### config.mk
export PLATFORM = sky130hd
export DESIGN_NAME = lfpc_parser
export DESIGN_NICKNAME = d
export VERILOG_FILES = /design/src/design/lfpc_pkg.sv /design/src/design/lfpc_parser.sv
export SDC_FILE = /design/constraint.sdc
export NUM_CORES = 1
export LEC_CHECK = 0
export ABC_AREA = 1
export BUFFER_PORTS_ARGS = -buffer_cell sky130_fd_sc_hd__buf_2
export CAP_MARGIN = 5
export CORE_ASPECT_RATIO = 0.7
export CORE_MARGIN = 10
export CORE_UTILIZATION = 58
export CTS_CLUSTER_DIAMETER = 80
export DETAILED_ROUTE_END_ITERATION = 10
export PLACE_DENSITY = 0.89
export SYNTH_ARGS = -nofsm -noshare
export SYNTH_HDL_FRONTEND = slang
export SYNTH_SLANG_ARGS = --single-unit
### constraint.sdc
create_clock -name clk -period 3.5 [get_ports clk]
set_input_delay 0.7 -clock clk [delete_from_list [all_inputs] [get_ports clk]]
set_output_delay 0.7 -clock clk [all_outputs]
set_load 0.01 [all_outputs]
### src/design/lfpc_pkg.sv
`default_nettype none

package lfpc_pkg;

    localparam int unsigned BYTE_W     = 8;
    localparam int unsigned POS_W      = 9;
    localparam int unsigned SEL_W      = 2;
    localparam int unsigned CFG_IDX_W  = 8;

    // Register indexes of the configuration port
    localparam logic [CFG_IDX_W-1:0] CFG_HEADER_BYTE   = 8'd0;
    localparam logic [CFG_IDX_W-1:0] CFG_SIGN_FRAME_ID = 8'd1;
    localparam logic [CFG_IDX_W-1:0] CFG_ALIVE_ID      = 8'd2;
    localparam logic [CFG_IDX_W-1:0] CFG_ALIVE_IVAL    = 8'd3;

    // Reset values of the registers
    localparam logic [BYTE_W-1:0] RST_HEADER_BYTE   = 8'hff;
    localparam logic [BYTE_W-1:0] RST_SIGN_FRAME_ID = 8'hed;
    localparam logic [BYTE_W-1:0] RST_ALIVE_ID      = 8'h1c;
    localparam logic [BYTE_W-1:0] RST_ALIVE_IVAL    = 8'd100;

    // Text selector: starts at one, then runs two, three, two, three
    localparam logic [SEL_W-1:0] SEL_START = 2'd1;
    localparam logic [SEL_W-1:0] SEL_LOW   = 2'd2;
    localparam logic [SEL_W-1:0] SEL_HIGH  = 2'd3;

    // Byte positions within a frame
    localparam logic [POS_W-1:0] POS_ID      = 9'd1;
    localparam logic [POS_W-1:0] POS_LENGTH  = 9'd2;
    localparam logic [POS_W-1:0] POS_PAYLOAD = 9'd3;

    typedef struct packed {
        logic [BYTE_W-1:0] header_byte;
        logic [BYTE_W-1:0] sign_frame_id;
        logic [BYTE_W-1:0] alive_frame_id;
        logic [BYTE_W-1:0] alive_log_interval;
    } cfg_t;

    typedef struct packed {
        logic              frame_ok;
        logic [BYTE_W-1:0] frame_id;
        logic [BYTE_W-1:0] payload_length;
        logic              sign_trigger;
        logic [SEL_W-1:0]  text_select;
        logic              alive_seen;
        logic              alive_milestone;
    } result_t;

endpackage

`default_nettype wire

### src/design/lfpc_parser.sv
`default_nettype none

module lfpc_parser (
    input  wire                   clk,
    input  wire                   rst_n,
    input  wire lfpc_pkg::cfg_t   cfg,
    input  wire                   byte_valid,
    input  wire [7:0]             byte_data,
    input  wire                   byte_fire,
    output logic                  has_result,
    output lfpc_pkg::result_t     result
);
    import lfpc_pkg::*;

    logic              in_frame_reg,      in_frame_next;
    logic [POS_W-1:0]  byte_pos_reg,      byte_pos_next;
    logic [BYTE_W-1:0] held_id_reg,       held_id_next;
    logic [BYTE_W-1:0] held_length_reg,   held_length_next;
    logic [BYTE_W-1:0] running_sum_reg,   running_sum_next;
    logic [SEL_W-1:0]  text_sel_reg,      text_sel_next;
    logic [BYTE_W-1:0] alive_count_reg,   alive_count_next;

    logic              is_header;
    logic [POS_W-1:0]  checksum_pos;
    logic              sum_ok;
    logic [BYTE_W:0]   alive_inc;

    assign is_header    = (byte_data == cfg.header_byte);
    assign checksum_pos = {1'b0, held_length_reg} + POS_PAYLOAD;
    assign sum_ok       = (running_sum_reg == byte_data);
    assign alive_inc    = {1'b0, alive_count_reg} + {{BYTE_W{1'b0}}, 1'b1};

    always_comb
    begin
        in_frame_next    = in_frame_reg;
        byte_pos_next    = byte_pos_reg;
        held_id_next     = held_id_reg;
        held_length_next = held_length_reg;
        running_sum_next = running_sum_reg;
        text_sel_next    = text_sel_reg;
        alive_count_next = alive_count_reg;
        has_result       = 1'b0;
        result           = '0;

        priority if (is_header)
        begin
            in_frame_next    = 1'b1;
            byte_pos_next    = POS_ID;
            running_sum_next = '0;
        end
        else if (!in_frame_reg)
        begin
            // ignore bytes between frames
        end
        else if (byte_pos_reg == POS_ID)
        begin
            held_id_next  = byte_data;
            byte_pos_next = POS_LENGTH;
        end
        else if (byte_pos_reg == POS_LENGTH)
        begin
            held_length_next = byte_data;
            byte_pos_next    = POS_PAYLOAD;
        end
        else if (byte_pos_reg < checksum_pos)
        begin
            running_sum_next = running_sum_reg + byte_data;
            byte_pos_next    = byte_pos_reg + POS_ID;
        end
        else
        begin
            has_result            = 1'b1;
            result.frame_ok       = sum_ok;
            result.frame_id       = held_id_reg;
            result.payload_length = held_length_reg;
            if (sum_ok)
            begin
                priority if (held_id_reg == cfg.sign_frame_id)
                begin
                    text_sel_next       = (text_sel_reg == SEL_HIGH) ? SEL_LOW
                                                                     : text_sel_reg + 2'd1;
                    result.sign_trigger = 1'b1;
                end
                else if (held_id_reg == cfg.alive_frame_id)
                begin
                    result.alive_seen = 1'b1;
                    if (alive_inc >= {1'b0, cfg.alive_log_interval})
                    begin
                        alive_count_next       = '0;
                        result.alive_milestone = 1'b1;
                    end
                    else
                    begin
                        alive_count_next = alive_inc[BYTE_W-1:0];
                    end
                end
                else
                begin
                    // valid frame of another kind: report only
                end
            end
            result.text_select = text_sel_next;
            in_frame_next      = 1'b0;
            byte_pos_next      = '0;
            running_sum_next   = '0;
        end
    end

    always_ff @(posedge clk or negedge rst_n)
    begin
        if (!rst_n)
        begin
            in_frame_reg    <= 1'b0;
            byte_pos_reg    <= '0;
            held_id_reg     <= '0;
            held_length_reg <= '0;
            running_sum_reg <= '0;
            text_sel_reg    <= SEL_START;
            alive_count_reg <= '0;
        end
        else if (byte_valid && byte_fire)
        begin
            in_frame_reg    <= in_frame_next;
            byte_pos_reg    <= byte_pos_next;
            held_id_reg     <= held_id_next;
            held_length_reg <= held_length_next;
            running_sum_reg <= running_sum_next;
            text_sel_reg    <= text_sel_next;
            alive_count_reg <= alive_count_next;
        end
    end

endmodule

`default_nettype wire

==> metrics, run 1 <==
status=complete, but fails checks; violated checks=setup timing; met3 Use GR=0.0543; layout cells sized above 1=0.237; Synth Net Count=between 600 and 700; Yosys top cell by area=dfrtp_1; Worst VDD drop=between 0.3 and 0.4 mV; Total GRT Usage=0.209; switching power=about 1.3 mW; DRT iter0 DRCs=332; Post-synth EDFFs=0; Setup crit start kind=flip-flop; Initial Util=0.593; Worst R2R End=running_sum_reg[6]$_DFFE_PN0P_; max reg flops=9; clock share of power=0.121; Clk Latency, worst-skew pair=between 300 and 400 ps; Post-Route WL=between 10 and 15 mm; die width=119 microns; WL per Instance=between 10 and 15 microns; CP required=between 2000 and 3000 ps; Tightest Pin Transition=between 1000 and 1500 ps; DP Cell Count=roughly 750; Leakage=between 2 and 3 nW; drt pass-1 iters=6; DRC Markers=0; sequential area share after synthesis=0.276; # nets final=roughly 750; final hold violations=0; FF+latch count, synth=44; die footprint=roughly 11000 sq um; worst hold slack=approximately 500 ps; Slew headroom=0.304; Top FF cell, synth=dfrtp_1; total power=~2.7 mW; CTS Buf Count=5; Cell Area, Synth=roughly 4000 sq um; Reg clk slew, reported paths=around 90 ps; FILL cells=532; row count=25; post-cts hold buffer count=0; fin util=0.709; via-per-instance ratio=5.35; core footprint=6730 sq um; fin crit share=1.01; largest net degree at the start of global routing=45; final setup fails=2; Post-synth top cells=176 x nand2_1, 89 x inv_1, 53 x nor2_1, 48 x nand3_1, 43 x dfrtp_1; Sequential Area=1100 sq um; Crit Path Class=reg -> out; max cap viols=0; Avg Cell Area, Syn=between 6 and 7 sq um; Multi-input gate area=roughly 2600 sq um; placed cell area=about 4400 sq um; gpl congestion=0.875; top cell type's share of synthesized area=0.270; type of the most critical hold path=reg -> reg; io pins=67; dpl hpwl=8.62 mm; Worst R2R Path Depth=16; switching share of power=0.497; # diodes=0; Hold Path Depth=2; Netlist cell types=36; worst-path fanout max=8; Clock Tree Buf Depth=2; Worst Path Arrival=approximately 2800 ps; fin cells=approximately 770; Area Overhead vs Synth=19.5%; Yosys warnings=0; first-pass GRT wire length=between 15 and 20 mm; logic gate share of total power=0.583; Pwr Density=around 560 nW/um^2; RSZ-0062 raised after global routing=yes; H-Tree Depth=2; total gr overflow=0; TritonCTS clock tree=built; Setup Skew=15.0 ps; post-layout worst setup margin=-21.4 ps; R2R setup slack=approximately 620 ps; Finished Cell Area=roughly 4800 sq um; grt met2 use=0.357; Die Ht=89.4 microns; most frequent cell after synthesis=nand2_1; PortBufs=between 60 and 70; clk sinks=44; max frequency=around 280 MHz; Slew Limit Fails=0; number of global-route vias before repair=about 4000; Root Driver=clkbuf_8; Synth area leaders=dfrtp_1 27%, nand2_1 17%, ha_1 8.8%, inv_1 8.4%, nand3_1 6.0%; GR peak layer=met2; worst hold endpoint=text_sel_reg[0]$_DFFE_PN1P_; Syn Inst Count=594; Final Critical Period=between 3000 and 4000 ps; Internal=approximately 1.3 mW; Crit Reg-Reg Startpoint=held_length_reg[0]$_DFFE_PN0P_; Reg power frac=0.297; M1 GR Usage=0.258; vias post-DR=between 4000 and 5000; Detail Route Antenna Nets=0; Hold Startpoint=text_sel_reg[0]$_DFFE_PN1P_; Post-synth ARST share=1.00; initial antenna violation count=0; Worst setup EP type=output pin
## layout by cell type, fill, tap and decap left out, types with 2 or more instances in the layout
cell type,count
o21bai_1,2
nand3_2,5
a21oi_2,3
a21oi_1,13
xnor2_1,12
dfrtp_1,42
nand2_1,172
buf_4,9
nand2_2,9
xor2_1,14
nor2_1,49
clkbuf_8,5
inv_2,20
o21ai_1,22
nand3_1,46
nor2_4,18
o21ai_0,14
buf_6,11
nor2_2,5
nand4_1,6
buf_2,56
nand2_4,3
a31oi_1,3
ha_1,27
nor3_1,3
nor3_2,3
inv_1,83
## logic make-up after synthesis
family	Yosys count	synth area share
compound gates	62	0.0840
xor+xnor	26	0.0571
fa+ha+maj	29	0.0928
buf+inv	109	0.112
flops	44	0.276
simple gates	324	0.378
## what timing repair did
action | in CTS | in global routing
gates cloned | 1 | 0
setup buffers | 4 | 5
endpoints found under the setup margin | 23 | 23
resized for setup | 14 | 31
pin swaps | 5 | 4
## routing by layer
metal  up-vias  part of all wire
met5         -                 0
met4         0             0.015
met1      1870              0.43
met2       195              0.46
li1       2019                 -
met3        21              0.10
## how the worst max path moves through the flow
| stage | cells past startpoint | startpoint | end |
|---|---|---|---|
| 2_1_floorplan | 16 | held_length_reg[0]$_DFFE_PN0P_ | result[20] |
| 3_3_place_gp | 16 | held_length_reg[0]$_DFFE_PN0P_ | result[5] |
| 3_5_place_dp | 16 | held_length_reg[0]$_DFFE_PN0P_ | result[7] |
| 4_1_cts | 15 | held_length_reg[4]$_DFFE_PN0P_ | result[2] |
| 5_1_grt | 16 | held_length_reg[0]$_DFFE_PN0P_ | result[7] |
| 6_report | 16 | held_length_reg[0]$_DFFE_PN0P_ | result[7] |
## cell type report
cell class / instances / area share
Multi-Input combinational cell: 441 / 0.536
Sequential cell: 44 / 0.231
Timing Repair Buffer: 78 / 0.109
Inverter: 104 / 0.0824
Tap cell: 94 / 0.0247
Clock buffer: 5 / 0.0144
Clock inverter: 2 / 0.00262
## worst max-delay path, stage by stage (launching register included)
cell	delay, ps
dfrtp_1	380
inv_2	70
ha_4	180
nor4_4	160
nand2_1	100
xor2_1	150
ha_1	330
nand2_2	90
nor2_4	130
nand3_2	90
nand2_2	100
nor2_4	60
nor2_4	150
nand2_8	120
buf_12	170
nor2_1	100
buf_2	140
## through the flow
stage               setup TNS (ps)  setup WS, ps
floorplan                        0           373
global placement                 0           124
detailed placement            -882         -72.9
CTS                              0          4.03
global route                 -2870          -187
finish                       -21.5         -21.4
## power by group through the flow
stage | Combinational (mW) | Clock (mW) | Sequential (mW)
2_1_floorplan | 1.01 | 0 | 0.745
3_3_place_gp | 1.22 | 0 | 0.778
3_5_place_dp | 1.29 | 0 | 0.787
4_1_cts | 1.40 | 0.317 | 0.779
5_1_grt | 1.72 | 0.340 | 0.802
6_report | 1.55 | 0.321 | 0.788
Note: power is estimated with default switching activity, not from simulation.
==> run 2: changes to the inputs <==
Settings changed: CELL_PAD_IN_SITES_DETAIL_PLACEMENT from default to 1, CELL_PAD_IN_SITES_GLOBAL_PLACEMENT from default to 1, CORE_UTILIZATION 58 to 41.
==> metrics, run 2 (synthesis gave the netlist of run 1 again) <==
H-Tree Depth=2 (unchanged); total power=2.94 mW (+11%); PortBufs=66 (unchanged); Worst VDD drop=0.239 mV (-25%); final hold violations=0 (unchanged); die footprint=14100 sq um (+33%); Die Ht=103 microns (+15%); commonest non-fill, non-tap cell in the layout=nand2_1; Crit path depth=16 (unchanged); largest net degree at the start of global routing=45 (unchanged); max reg flops=9 (unchanged); row count=30 (+20%); max cap viols=0 (unchanged); type of the most critical hold path=reg -> reg; post-layout worst setup margin=-180 ps (-158 ps); Initial Util=0.415 (-0.178); Post-Place Setup Slack=-108 ps (-35.3 ps); critical path's slowest cell=dfrtp_1; drt pass-1 iters=4 (-2); die width=138 microns (+16%); delay-heaviest family, CP=simple AND/OR/NAND/NOR gates; Root Driver=clkbuf_16; Tightest Pin Transition=1050 ps (+3.37 ps); Hold Path Depth=2 (unchanged); crit path buf inv count=3 (unchanged); Final Critical Period=3680 ps (+158 ps); TritonCTS clock tree=built; total gr overflow=0 (unchanged); CP max stage delay=380 ps (about the same); Clock Tree Buf Depth=2 (unchanged); Clk Latency, worst-skew pair=300 ps (about the same); placed cell area=4450 sq um (+0.85%); final setup fails=22 (+20); DRT iter0 DRCs=240 (-28%); Reg clk slew, reported paths=70 ps (-20 ps); Crit Path Class=reg -> out; FILL cells=1258 (+140%); fin cells=807 (+5.1%); number of global-route vias before repair=4471 (+12%); RSZ-0062 raised after global routing=yes; Worst R2R Path Depth=17 (+1); layout cells sized above 1=0.252 (+0.0145); # nets final=751 (+0.54%); clk sinks=44 (unchanged); DP Cell Count=786 (+4.7%); Pwr Density=583 nW/um^2 (+4.6%); fin crit share=1.05 (+0.0453); commonest non-fill, non-tap cells in the layout=173 x nand2_1, 83 x inv_1, 48 x buf_2; max frequency=272 MHz (-4.3%); via-per-instance ratio=5.16 (-3.4%); CTS Buf Count=5 (unchanged); worst path cell trace=inv_2 > a21oi_4 > nand3_2 > nor3_2 > xor2_1 > ha_1 > nand2_2 > nor2_2 > nand3_2 > nand2_2 > nor2_4 > nor2_4 > nand2_8 > clkbuf_16 > nor2_4 > buf_6; Setup Skew=11.0 ps (-4.01 ps); core footprint=9610 sq um (+43%); Detail Route Antenna Nets=0 (unchanged); Area Overhead vs Synth=26.4%; Setup crit start kind=flip-flop; dpl hpwl=10.5 mm (+22%); R2R setup slack=500 ps (-120 ps); Finished Cell Area=5040 sq um (+5.8%); Worst setup EP type=output pin; worst hold slack=493 ps (+7.48 ps); Worst Path Arrival=2980 ps (+160 ps); worst-path fanout max=7 (-1); Slew headroom=0.302 (-0.00225); most frequent CP cell=nor2_4; violated checks=setup timing; WL per Instance=17.2 microns (+18%); first-pass GRT wire length=21.3 mm (+16%); DRC Markers=0 (unchanged); Total GRT Usage=0.188 (-0.0204); Slew Limit Fails=0 (unchanged); Leakage=2.60 nW (+3.6%); CP required=2800 ps (about the same); gpl congestion=0.875 (about the same); # diodes=0 (unchanged); post-cts hold buffer count=0 (unchanged); vias post-DR=4167 (+1.5%); io pins=67 (unchanged); initial antenna violation count=0 (unchanged); status=complete, but fails checks; Post-Route WL=13.9 mm (+24%)
## run 2: cell types whose count changed in the layout (fill, tap and decap cells not counted), sizes merged
cell / change
buf: +3
clkbuf: +1
bufinv: +1
## run 2: worst register-to-register path, cell delays in order (launching register included)
cell and delay (ps):
dfrtp_1 380, inv_2 90, a21oi_4 210, nand3_2 120
nor3_2 220, xor2_1 110, ha_1 320, nand2_2 70
nor2_2 160, nand3_2 130, buf_4 160, buf_4 120
nand3_1 230, nand3_1 150, inv_1 90, nand3_2 170
nand2_1 110, nand2_1 60
## run 2: power breakdown
part	internal, mW	leakage, nW	switching (mW)
logic	0.558	1.93	1.02
clock network	0.340	0.0804	0.227
registers	0.633	0.587	0.159
total	1.53	2.60	1.41
## run 2: per-layer routing
layer,up-vias,GRT usage,share of wire
met5,-,0,0
met4,0,0.0480,0.020
met3,23,0.0336,0.042
met2,74,0.332,0.50
met1,2046,0.232,0.44
li1,2024,-,-
## run 2: worst paths after layout
kind / start / to
worst max-delay path: held_length_reg[1]$_DFFE_PN0P_ / result[12]
worst min-delay path: text_sel_reg[1]$_DFFE_PN0P_ / text_sel_reg[1]$_DFFE_PN0P_
worst max register to register: held_length_reg[1]$_DFFE_PN0P_ / alive_count_reg[0]$_DFFE_PN0P_
worst min register to register: text_sel_reg[1]$_DFFE_PN0P_ / text_sel_reg[1]$_DFFE_PN0P_
max in group asynchronous: rst_n / alive_count_reg[0]$_DFFE_PN0P_
min in group asynchronous: rst_n / held_id_reg[0]$_DFFE_PN0P_
## run 2: layout make-up
class                           count  area (sq um)  share of cell area
Multi-Input combinational cell    441          2610               0.516
Sequential cell                    44          1100               0.219
Timing Repair Buffer               82           609               0.121
Inverter                          104           395              0.0784
Tap cell                          128           160              0.0317
Clock buffer                        5           125              0.0248
Clock inverter                      3          46.3             0.00918
## run 2: stage by stage
step                 util  setup TNS, ps
floorplan               -              0
global placement    0.463              0
detailed placement  0.463          -1520
CTS                 0.491              0
global route        0.525          -5370
finish              0.525          -2780
## run 2: timing repair
item                       CTS  global route
pin swaps                    4             9
hold endpoints to repair     0             0
cloned                       0             1
setup endpoints to repair   23            23
resized for setup           18            55
buffers inserted             4             8
